[src/hdl/mipsa_pkg.sv]
package mipsa_pkg;

	localparam int CFG_IDX_W = 3;
	localparam int CFG_DATA_W = 15;

	// product of one mip without stride is below 2**42, the per-layer sum below 2**43
	localparam int UNIT_W = 42;
	localparam int LU_W = 43;
	localparam int MUL_A_W = 30;
	localparam int MUL_B_W = 15;
	localparam int PROD_W = MUL_A_W + MUL_B_W;
	localparam int TOT_W = 55;
	localparam int OFF_W = 59;

	localparam logic [2:0] KIND_3D = 3'd4;

	typedef enum logic [CFG_IDX_W-1:0] {
		REG_BASE_WIDTH   = 3'd0,
		REG_BASE_HEIGHT  = 3'd1,
		REG_BASE_DEPTH   = 3'd2,
		REG_LAYER_COUNT  = 3'd3,
		REG_MIP_COUNT    = 3'd4,
		REG_TEXTURE_KIND = 3'd5,
		REG_PIXEL_FORMAT = 3'd6
	} reg_idx_t;

	typedef enum logic [2:0] {
		FMT_R8      = 3'd0,
		FMT_RG8     = 3'd1,
		FMT_RGB8    = 3'd2,
		FMT_RGBA8   = 3'd3,
		FMT_R32F    = 3'd4,
		FMT_RG32F   = 3'd5,
		FMT_RGB32F  = 3'd6,
		FMT_RGBA32F = 3'd7
	} fmt_t;

	typedef enum logic [1:0] {
		ST_OK        = 2'd0,
		ST_BAD_MIP   = 2'd1,
		ST_BAD_LAYER = 2'd2,
		ST_OVERFLOW  = 2'd3
	} status_t;

	typedef struct packed {
		logic [14:0] base_width;
		logic [14:0] base_height;
		logic [11:0] base_depth;
		logic [11:0] layer_count;
		logic [3:0]  mip_count;
		logic [2:0]  texture_kind;
		logic [2:0]  pixel_format;
	} cfg_t;

	typedef enum logic [3:0] {
		OP_IDLE  = 4'd0,
		OP_LOAD  = 4'd1,
		OP_CHECK = 4'd2,
		OP_WH    = 4'd3,
		OP_DEP   = 4'd4,
		OP_ACC   = 4'd5,
		OP_LO    = 4'd6,
		OP_HI    = 4'd7,
		OP_SUM   = 4'd8,
		OP_SCALE = 4'd9
	} op_t;

	typedef struct packed {
		op_t op;
	} cmd_t;

	typedef struct packed {
		logic bad;
		logic last_mip;
	} stat_t;

	// strides are 1 or 3 shifted left, so scaling is one add and a shift
	function automatic logic [OFF_W-1:0] scale_stride(input logic [TOT_W-1:0] x,
			input logic [2:0] fmt);
		logic [OFF_W-1:0] v;
		logic [OFF_W-1:0] r;
		v = {{(OFF_W-TOT_W){1'b0}}, x};
		case (fmt)
			FMT_R8:      r = v;
			FMT_RG8:     r = v << 1;
			FMT_RGB8:    r = v + (v << 1);
			FMT_RGBA8:   r = v << 2;
			FMT_R32F:    r = v << 2;
			FMT_RG32F:   r = v << 3;
			FMT_RGB32F:  r = (v + (v << 1)) << 2;
			FMT_RGBA32F: r = v << 4;
			default:     r = v;
		endcase
		return r;
	endfunction

endpackage

[src/hdl/mipsa_cfg.sv]
module mipsa_cfg (
	input  logic                              clk,
	input  logic                              arst_n,
	input  logic                              wr_en,
	input  logic [mipsa_pkg::CFG_IDX_W-1:0]   wr_index,
	input  logic [mipsa_pkg::CFG_DATA_W-1:0]  wr_data,
	output mipsa_pkg::cfg_t                   cfg
);

	mipsa_pkg::cfg_t cfg_q;

	always_ff @(posedge clk or negedge arst_n) begin
		if (!arst_n) begin
			cfg_q.base_width   <= 15'd1;
			cfg_q.base_height  <= 15'd1;
			cfg_q.base_depth   <= 12'd1;
			cfg_q.layer_count  <= 12'd1;
			cfg_q.mip_count    <= 4'd1;
			cfg_q.texture_kind <= 3'd1;
			cfg_q.pixel_format <= 3'd3;
		end else if (wr_en) begin
			case (wr_index)
				mipsa_pkg::REG_BASE_WIDTH:   cfg_q.base_width   <= wr_data;
				mipsa_pkg::REG_BASE_HEIGHT:  cfg_q.base_height  <= wr_data;
				mipsa_pkg::REG_BASE_DEPTH:   cfg_q.base_depth   <= wr_data[11:0];
				mipsa_pkg::REG_LAYER_COUNT:  cfg_q.layer_count  <= wr_data[11:0];
				mipsa_pkg::REG_MIP_COUNT:    cfg_q.mip_count    <= wr_data[3:0];
				mipsa_pkg::REG_TEXTURE_KIND: cfg_q.texture_kind <= wr_data[2:0];
				mipsa_pkg::REG_PIXEL_FORMAT: cfg_q.pixel_format <= wr_data[2:0];
				default: ;
			endcase
		end
	end

	assign cfg = cfg_q;

endmodule

[src/hdl/mipsa_dp.sv]
module mipsa_dp #(
	parameter int MAX_MIPS = 15,
	parameter int OFFSET_BITS = 48
) (
	input  logic             clk,
	input  logic             arst_n,
	input  mipsa_pkg::cfg_t  cfg,
	input  mipsa_pkg::cmd_t  cmd,
	output mipsa_pkg::stat_t stat,
	input  logic [3:0]       mip_level,
	input  logic [10:0]      layer_index,
	output logic [47:0]      byte_offset,
	output logic [47:0]      byte_size,
	output logic [14:0]      flat_index,
	output logic [1:0]       status
);

	localparam logic [4:0] MAX_M = 5'(MAX_MIPS);

	logic [3:0]  mip_q;
	logic [10:0] layer_q;
	logic [3:0]  m_q;
	logic [1:0]  err_q;
	logic [mipsa_pkg::PROD_W-1:0] prod_q;
	logic [mipsa_pkg::LU_W-1:0]   lu_q;
	logic [mipsa_pkg::LU_W-1:0]   before_q;
	logic [mipsa_pkg::UNIT_W-1:0] size_u_q;
	logic [mipsa_pkg::TOT_W-1:0]  tot_q;
	logic [mipsa_pkg::OFF_W-1:0]  off_q;
	logic [mipsa_pkg::OFF_W-1:0]  size_q;
	logic [14:0] flat_q;

	logic [4:0]  mips;
	logic        bad_mip;
	logic        bad_layer;
	logic [14:0] w_m;
	logic [14:0] h_m;
	logic [11:0] d_m;
	logic [11:0] d_sel;
	logic [mipsa_pkg::MUL_A_W-1:0] mul_a;
	logic [mipsa_pkg::MUL_B_W-1:0] mul_b;
	logic [mipsa_pkg::PROD_W-1:0]  mul_p;
	logic [mipsa_pkg::UNIT_W-1:0]  unit;
	logic [15:0] flat_full;
	logic        ovf;
	logic [1:0]  st;

	assign mips = ({1'b0, cfg.mip_count} < MAX_M) ? {1'b0, cfg.mip_count} : MAX_M;
	assign bad_mip = {1'b0, mip_q} >= mips;
	assign bad_layer = {1'b0, layer_q} >= cfg.layer_count;

	assign stat.bad = bad_mip || bad_layer;
	assign stat.last_mip = {1'b0, m_q} == (mips - 5'd1);

	always_comb begin
		w_m = cfg.base_width >> m_q;
		h_m = cfg.base_height >> m_q;
		d_m = cfg.base_depth >> m_q;
		if (w_m == '0) w_m = 15'd1;
		if (h_m == '0) h_m = 15'd1;
		if (d_m == '0) d_m = 12'd1;
		d_sel = (cfg.texture_kind == mipsa_pkg::KIND_3D) ? d_m : 12'd1;
	end

	// one shared multiplier for the dimension chain and the layer product
	always_comb begin
		case (cmd.op)
			mipsa_pkg::OP_WH: begin
				mul_a = {15'd0, w_m};
				mul_b = h_m;
			end
			mipsa_pkg::OP_DEP: begin
				mul_a = prod_q[mipsa_pkg::MUL_A_W-1:0];
				mul_b = {3'd0, d_sel};
			end
			mipsa_pkg::OP_LO: begin
				mul_a = lu_q[mipsa_pkg::MUL_A_W-1:0];
				mul_b = {4'd0, layer_q};
			end
			mipsa_pkg::OP_HI: begin
				mul_a = {{(mipsa_pkg::MUL_A_W-(mipsa_pkg::LU_W-mipsa_pkg::MUL_A_W)){1'b0}},
					lu_q[mipsa_pkg::LU_W-1:mipsa_pkg::MUL_A_W]};
				mul_b = {4'd0, layer_q};
			end
			default: begin
				mul_a = '0;
				mul_b = '0;
			end
		endcase
	end

	assign mul_p = {{mipsa_pkg::MUL_B_W{1'b0}}, mul_a} * {{mipsa_pkg::MUL_A_W{1'b0}}, mul_b};
	assign unit = prod_q[mipsa_pkg::UNIT_W-1:0];
	assign flat_full = {5'd0, layer_q} * {12'd0, cfg.mip_count} + {12'd0, mip_q};

	always_ff @(posedge clk or negedge arst_n) begin
		if (!arst_n) begin
			err_q <= mipsa_pkg::ST_OK;
			m_q <= '0;
		end else begin
			case (cmd.op)
				mipsa_pkg::OP_LOAD: begin
					m_q <= '0;
				end
				mipsa_pkg::OP_CHECK: begin
					if (bad_mip) err_q <= mipsa_pkg::ST_BAD_MIP;
					else if (bad_layer) err_q <= mipsa_pkg::ST_BAD_LAYER;
					else err_q <= mipsa_pkg::ST_OK;
				end
				mipsa_pkg::OP_DEP: begin
					m_q <= m_q + 4'd1;
				end
				default: ;
			endcase
		end
	end

	// prod_q holds the unit size of mip m_q-1 when it is accumulated
	always_ff @(posedge clk) begin
		case (cmd.op)
			mipsa_pkg::OP_LOAD: begin
				mip_q <= mip_level;
				layer_q <= layer_index;
				lu_q <= '0;
				before_q <= '0;
				size_u_q <= '0;
			end
			mipsa_pkg::OP_WH, mipsa_pkg::OP_ACC: begin
				if (cmd.op == mipsa_pkg::OP_ACC || m_q != '0) begin
					lu_q <= lu_q + {1'b0, unit};
					if (m_q <= mip_q) before_q <= before_q + {1'b0, unit};
					if ({1'b0, m_q} == {1'b0, mip_q} + 5'd1) size_u_q <= unit;
				end
				if (cmd.op == mipsa_pkg::OP_WH) prod_q <= mul_p;
			end
			mipsa_pkg::OP_DEP, mipsa_pkg::OP_LO: begin
				prod_q <= mul_p;
			end
			mipsa_pkg::OP_HI: begin
				tot_q <= {{(mipsa_pkg::TOT_W-mipsa_pkg::LU_W){1'b0}}, before_q}
					+ {{(mipsa_pkg::TOT_W-mipsa_pkg::PROD_W){1'b0}}, prod_q};
				prod_q <= mul_p;
			end
			mipsa_pkg::OP_SUM: begin
				tot_q <= tot_q + (mipsa_pkg::TOT_W'(prod_q) << mipsa_pkg::MUL_A_W);
			end
			mipsa_pkg::OP_SCALE: begin
				off_q <= mipsa_pkg::scale_stride(tot_q, cfg.pixel_format);
				size_q <= mipsa_pkg::scale_stride(
					{{(mipsa_pkg::TOT_W-mipsa_pkg::UNIT_W){1'b0}}, size_u_q}, cfg.pixel_format);
				flat_q <= flat_full[14:0];
			end
			default: ;
		endcase
	end

	assign ovf = (off_q >> OFFSET_BITS) != '0;
	assign st = (err_q != mipsa_pkg::ST_OK) ? err_q :
		(ovf ? mipsa_pkg::ST_OVERFLOW : mipsa_pkg::ST_OK);

	assign status = st;
	assign byte_offset = (st == mipsa_pkg::ST_OK) ? off_q[47:0] : '0;
	assign byte_size = (st == mipsa_pkg::ST_OK) ? size_q[47:0] : '0;
	assign flat_index = (st == mipsa_pkg::ST_OK) ? flat_q : '0;

endmodule

[src/hdl/mipsa_ctrl.sv]
module mipsa_ctrl (
	input  logic             clk,
	input  logic             arst_n,
	input  logic             start,
	input  mipsa_pkg::stat_t stat,
	output mipsa_pkg::cmd_t  cmd,
	output logic             busy,
	output logic             done
);

	typedef enum logic [9:0] {
		S_IDLE  = 10'b0000000001,
		S_CHECK = 10'b0000000010,
		S_WH    = 10'b0000000100,
		S_DEP   = 10'b0000001000,
		S_ACC   = 10'b0000010000,
		S_LO    = 10'b0000100000,
		S_HI    = 10'b0001000000,
		S_SUM   = 10'b0010000000,
		S_SCALE = 10'b0100000000,
		S_DONE  = 10'b1000000000
	} state_t;

	state_t state_q;
	state_t state_d;

	always_comb begin
		state_d = state_q;
		cmd.op = mipsa_pkg::OP_IDLE;
		case (state_q)
			S_IDLE: begin
				if (start) begin
					cmd.op = mipsa_pkg::OP_LOAD;
					state_d = S_CHECK;
				end
			end
			S_CHECK: begin
				cmd.op = mipsa_pkg::OP_CHECK;
				state_d = stat.bad ? S_DONE : S_WH;
			end
			S_WH: begin
				cmd.op = mipsa_pkg::OP_WH;
				state_d = S_DEP;
			end
			S_DEP: begin
				cmd.op = mipsa_pkg::OP_DEP;
				state_d = stat.last_mip ? S_ACC : S_WH;
			end
			S_ACC: begin
				cmd.op = mipsa_pkg::OP_ACC;
				state_d = S_LO;
			end
			S_LO: begin
				cmd.op = mipsa_pkg::OP_LO;
				state_d = S_HI;
			end
			S_HI: begin
				cmd.op = mipsa_pkg::OP_HI;
				state_d = S_SUM;
			end
			S_SUM: begin
				cmd.op = mipsa_pkg::OP_SUM;
				state_d = S_SCALE;
			end
			S_SCALE: begin
				cmd.op = mipsa_pkg::OP_SCALE;
				state_d = S_DONE;
			end
			S_DONE: begin
				state_d = S_IDLE;
			end
			default: begin
				state_d = S_IDLE;
			end
		endcase
	end

	always_ff @(posedge clk or negedge arst_n) begin
		if (!arst_n) begin
			state_q <= S_IDLE;
		end else begin
			state_q <= state_d;
		end
	end

	assign busy = state_q != S_IDLE;
	assign done = state_q == S_DONE;

endmodule

[src/hdl/mip_subresource_address.sv]
// after the accepting edge the controller runs CHECK, then WH and DEP for each of the
// M = min(mip_count, MAX_MIPS) mip levels (two passes of the shared multiplier per level),
// then ACC, LO and HI (two passes for the layer product), SUM, SCALE and DONE; an out-of-range
// mip or layer goes from CHECK to DONE. A new transaction is taken only back in idle after DONE
// reset: arst_n clears the controller to idle and the config, status and mip counter registers
// the receiver cannot stall: done is high for one cycle, and the result holds until the next check
module mip_subresource_address #(
	parameter int MAX_MIPS = 15,
	parameter int OFFSET_BITS = 48
) (
	input  logic                              clk,
	input  logic                              arst_n,
	input  logic                              wr_en,
	input  logic [mipsa_pkg::CFG_IDX_W-1:0]   wr_index,
	input  logic [mipsa_pkg::CFG_DATA_W-1:0]  wr_data,
	input  logic                              start,
	output logic                              busy,
	input  logic [3:0]                        mip_level,
	input  logic [10:0]                       layer_index,
	output logic                              done,
	output logic [47:0]                       byte_offset,
	output logic [47:0]                       byte_size,
	output logic [14:0]                       flat_index,
	output logic [1:0]                        status
);

	mipsa_pkg::cfg_t  cfg;
	mipsa_pkg::cmd_t  cmd;
	mipsa_pkg::stat_t stat;

	mipsa_cfg u_cfg (
		.clk      (clk),
		.arst_n   (arst_n),
		.wr_en    (wr_en),
		.wr_index (wr_index),
		.wr_data  (wr_data),
		.cfg      (cfg)
	);

	mipsa_ctrl u_ctrl (
		.clk    (clk),
		.arst_n (arst_n),
		.start  (start),
		.stat   (stat),
		.cmd    (cmd),
		.busy   (busy),
		.done   (done)
	);

	mipsa_dp #(
		.MAX_MIPS    (MAX_MIPS),
		.OFFSET_BITS (OFFSET_BITS)
	) u_dp (
		.clk         (clk),
		.arst_n      (arst_n),
		.cfg         (cfg),
		.cmd         (cmd),
		.stat        (stat),
		.mip_level   (mip_level),
		.layer_index (layer_index),
		.byte_offset (byte_offset),
		.byte_size   (byte_size),
		.flat_index  (flat_index),
		.status      (status)
	);

endmodule

[config.mk]
export PLATFORM = sky130hd
export DESIGN_NAME = mip_subresource_address
export DESIGN_NICKNAME = d
export VERILOG_FILES = /design/src/hdl/mipsa_pkg.sv /design/src/hdl/mipsa_cfg.sv /design/src/hdl/mipsa_dp.sv /design/src/hdl/mipsa_ctrl.sv /design/src/hdl/mip_subresource_address.sv
export SDC_FILE = /design/constraint.sdc
export NUM_CORES = 2
export LEC_CHECK = 0
export BUFFER_PORTS_ARGS = -buffer_cell sky130_fd_sc_hd__buf_2
export CAP_MARGIN = 20
export CORE_AREA = 2 2 318 320
export CTS_BUF_LIST = sky130_fd_sc_hd__clkbuf_8
export DETAILED_ROUTE_END_ITERATION = 8
export DIE_AREA = 0 0 320 322
export GPL_ROUTABILITY_DRIVEN = 0
export PLACE_DENSITY = 0.66
export SLEW_MARGIN = 20
export SYNTH_ARGS = -nofsm -noshare
export SYNTH_HDL_FRONTEND = slang
export SYNTH_SLANG_ARGS = --single-unit
[constraint.sdc]
create_clock -name clk -period 24 [get_ports clk]
set_input_delay 1.2 -clock clk [delete_from_list [all_inputs] [get_ports clk]]
set_output_delay 1.2 -clock clk [all_outputs]
set_load 0.1 [all_outputs]
==> key figures <==
Status
  • Outcome: completed

Clock network
  • CTS clk-pin slew, worst paths: ~70 ps
  • Htree depth: 3
  • Clk root buf: clkbuf_8
  • Post-CTS sizing: 0
  • Clk sinks: roughly 440
  • Number of buffers inserted by hold repair at cts: 0
  • Clock Latency Late Sink: approximately 750 ps
  • CTS tree: done
  • Post-CTS Setup Inserts: 0
  • Clock Tree Buf Depth: 3
  • Total CTS buffers: 83

Floorplanning
  • I/O pin count: approximately 150
  • Initial Util: between 40% and 50%
  • Die ar.: roughly 0.10 sq mm
  • Die span in x: around 320 microns
  • Core Box Area: about 0.10 sq mm
  • Rows: between 100 and 150
  • Vert. Die Dim: about 320 microns

Power
  • Cell leakage power: ~24 nW
  • Peak supply drop: between 40 and 50 uV
  • Power Dens Cells: approximately 68 mW/mm^2
  • Power, Total: around 3.6 mW

Synth
  • Commonest cells in the netlist: 549 x nand2_1, 531 x nor2_1, 462 x inv_1
  • Synth cell types: between 90 and 100
  • Yosys top cell area share: between 20 and 25%
  • Syn Area/Cell: 8.96 sq um
  • Yosys warns: 0
  • Cell count after synthesis: ~5.5k
  • Post-synthesis simple-gate area fraction: ~15%
  • Compound-gate portion of the synthesized area: between 10% and 20%
  • Sequential area share after synthesis: between 20% and 30%
  • Adder-cell area share of the yosys netlist: 25.1%
  • Count leader, synth: nand2_1
  • Mux share of post-synthesis cell area: between 4 and 5%
  • Synth top area cells: edfxtp_1 22%, fa_1 16%, ha_1 9.3%, a21oi_1 4.6%, nand2_1 4.2%
  • Yosys reg bits: between 400 and 500
  • Cell taking the most area after synthesis: edfxtp_1
  • Post-synth EDFFs: roughly 360
  • Cell area after synthesis: 0.0494 sq mm
  • Synth Area in XOR/XNOR: 4.36%
  • Combinational family with the most area after synthesis: adder cells
  • Main synth FF type: edfxtp_1
  • FFs w/ async S/R, synth: approximately 18%

Critical path
  • CP arrival: between 10000 and 15000 ps
  • Crit-path slowest cell: a221o_1
  • Most frequent CP cell: fa_1
  • Reg2reg start: u_dp.m_q[1]$_DFFE_PN0P_
  • WS Path Type: reg -> reg
  • CP required: about 24000 ps
  • Critical path peak fanout: between 40 and 50
  • Worst setup startpoint: u_dp.m_q[1]$_DFFE_PN0P_
  • Register-to-register path setup slack: between 10000 and 15000 ps
  • Worst setup EP type: register
  • Reg-to-reg endpoint: u_dp.prod_q[38]$_DFFE_PP_
  • R2R cell count: 34
  • CP max stage delay: between 900 and 1000 ps
  • Startpoint types: register

Global routing
  • Largest net degree at the start of global routing: 110
  • Vias in the first global route: around 41k
  • First-pass GRT wire length: between 200000 and 250000 microns
  • Initial antenna violation count: 4
  • Total gr overflow: 0
  • GRT Resource Usage Total: between 20% and 30%

Finish
  • Area Overhead vs Synth: 7.45%
  • # fillers: slightly above 9k
  • Final Core Density: 53.3%
  • Register Area: roughly 0.013 sq mm
  • Nets: around 6.4k
  • Area taken by multi-input logic gates: 0.0339 sq mm
  • Layout cell share with drive strength beyond 1: between 8 and 9%

Worst hold path
  • Hold WC Path Type: in -> async

Drt
  • Drt total wl: 146000 microns
  • Drt wl/cell: 21.1 microns
  • DRT antenna net count: 0
  • Initial drt markers: between 3k and 4k
  • DRC viols: 0
  • Via/cell ratio: roughly 6
  • Vias: around 42k
  • Router iterations before antenna repair: 6

Placed design
  • Port Buffers: about 150
  • Post-DP HPWL: ~110000 microns
  • Pre-CTS WS: approximately 14000 ps

Job
  • Max-cap violation count: 0

Timing
  • Hold WS: 447 ps
  • RSZ-0062 raised after global routing: no
  • Final Skew: between 50 and 60 ps
  • Slew Limit Fails: 0
  • Final hold violation count: 0
  • Final worst-path cycle share: between 40% and 50%
  • Period minus WS final: 10170 ps
  • Worst Max-Slew Pin Slew: roughly 1100 ps
  • Max Freq: slightly below 0.1 GHz
  • Final setup viols: 0
  • Setup ws final: around 14000 ps
  • Slew margin rel.: around 24%
  • Setup total negative slack: 0 ps
-- flip-flops by register name (all words and copies together) (netlist names) --
register	cells
u_dp.prod_q	45
u_dp.size_q	46
u_dp.mip_q	4
u_dp.lu_q	43
u_dp.m_q	4
u_dp.tot_q	55
u_ctrl.state_q	10
u_dp.layer_q	11
u_dp.err_q	2
u_dp.before_q	43
u_dp.flat_q	15
u_dp.off_q	59
u_cfg.cfg	64
u_dp.size_u_q	42
-- metrics by stage --
stage | cell area, sq um | std cells
after detailed placement | 51400 | 6777
after CTS | 53100 | 6929
after global placement | 51400 | 6777
after floorplan | 49600 | 5562
after global routing | 53100 | 6932
final | 53100 | 6932
-- where the power goes --
group          total [mW]  internal [mW]  switching, mW
clock               0.759          0.411          0.348
sequential           1.16           1.01          0.144
combinational        1.70          0.654           1.04
-- critical path: cells and delay by family (launching register included) --
family	cells	cell delay [ps]
AO/OA/AOI/OAI	11	3140
XOR/XNOR	1	80
adder cells (fa/ha/maj)	7	3370
buffers and inverters	6	1030
flip-flops	1	420
multiplexers	1	280
AND/OR/NAND/NOR	8	1530
-- routing by layer --
| metal | up-vias | track usage, % | part of all wire [%] |
|---|---|---|---|
| met5 | - | 0 | 0.0089 |
| li1 | 19408 | - | - |
| met1 | 20307 | 37.3 | 42 |
| met4 | 2 | 11.0 | 3.9 |
| met3 | 325 | 4.26 | 7.4 |
| met2 | 1691 | 46.8 | 47 |
-- worst max path at each step --
stage / to / slack (ps) / cells after the start
after global placement: u_dp.prod_q[38]$_DFFE_PP_ / 14240 / 34
after CTS: u_dp.prod_q[38]$_DFFE_PP_ / 13950 / 34
after detailed placement: u_dp.prod_q[38]$_DFFE_PP_ / 14030 / 34
after global routing: u_dp.prod_q[38]$_DFFE_PP_ / 13200 / 34
after floorplan: u_dp.prod_q[43]$_DFFE_PP_ / 15430 / 32
final: u_dp.prod_q[38]$_DFFE_PP_ / 13830 / 34
-- cell type report --
class	count	area share (%)
Sequential cell	443	24.3
Antenna cell	2	0.00942
Inverter	465	3.30
Timing Repair Buffer	204	2.18
Clock buffer	92	2.38
Tap cell	1298	3.06
Clock inverter	60	0.834
Multi-Input combinational cell	4368	63.9
-- layout by cell type (no fill, tap or decap), drive strengths merged, types with 41 or more instances in the layout --
cell type,n
nor2,531
edfxtp,363
nand2,549
a21oi,452
buf,204
nor2b,53
inv,491
fa,388
and2,206
xor2,101
mux2i,121
o21bai,41
o211ai,53
nand2b,49
nand3,57
a21o,160
clkbuf,92
o21ai,325
nor3,45
o22ai,102
conb,47
dfrtp,71
mux2,72
ha,369
o21a,46
xnor2,145
-- logic make-up after synthesis --
| group | count (synthesis) |
|---|---|
| flip-flops | 443 |
| AND/OR/NAND/NOR | 1629 |
| other | 2 |
| multiplexers | 199 |
| buffers and inverters | 751 |
| AO/OA/AOI/OAI | 1490 |
| adder cells (fa/ha/maj) | 757 |
| XOR/XNOR | 246 |
Power figures use the tool's default switching activity.
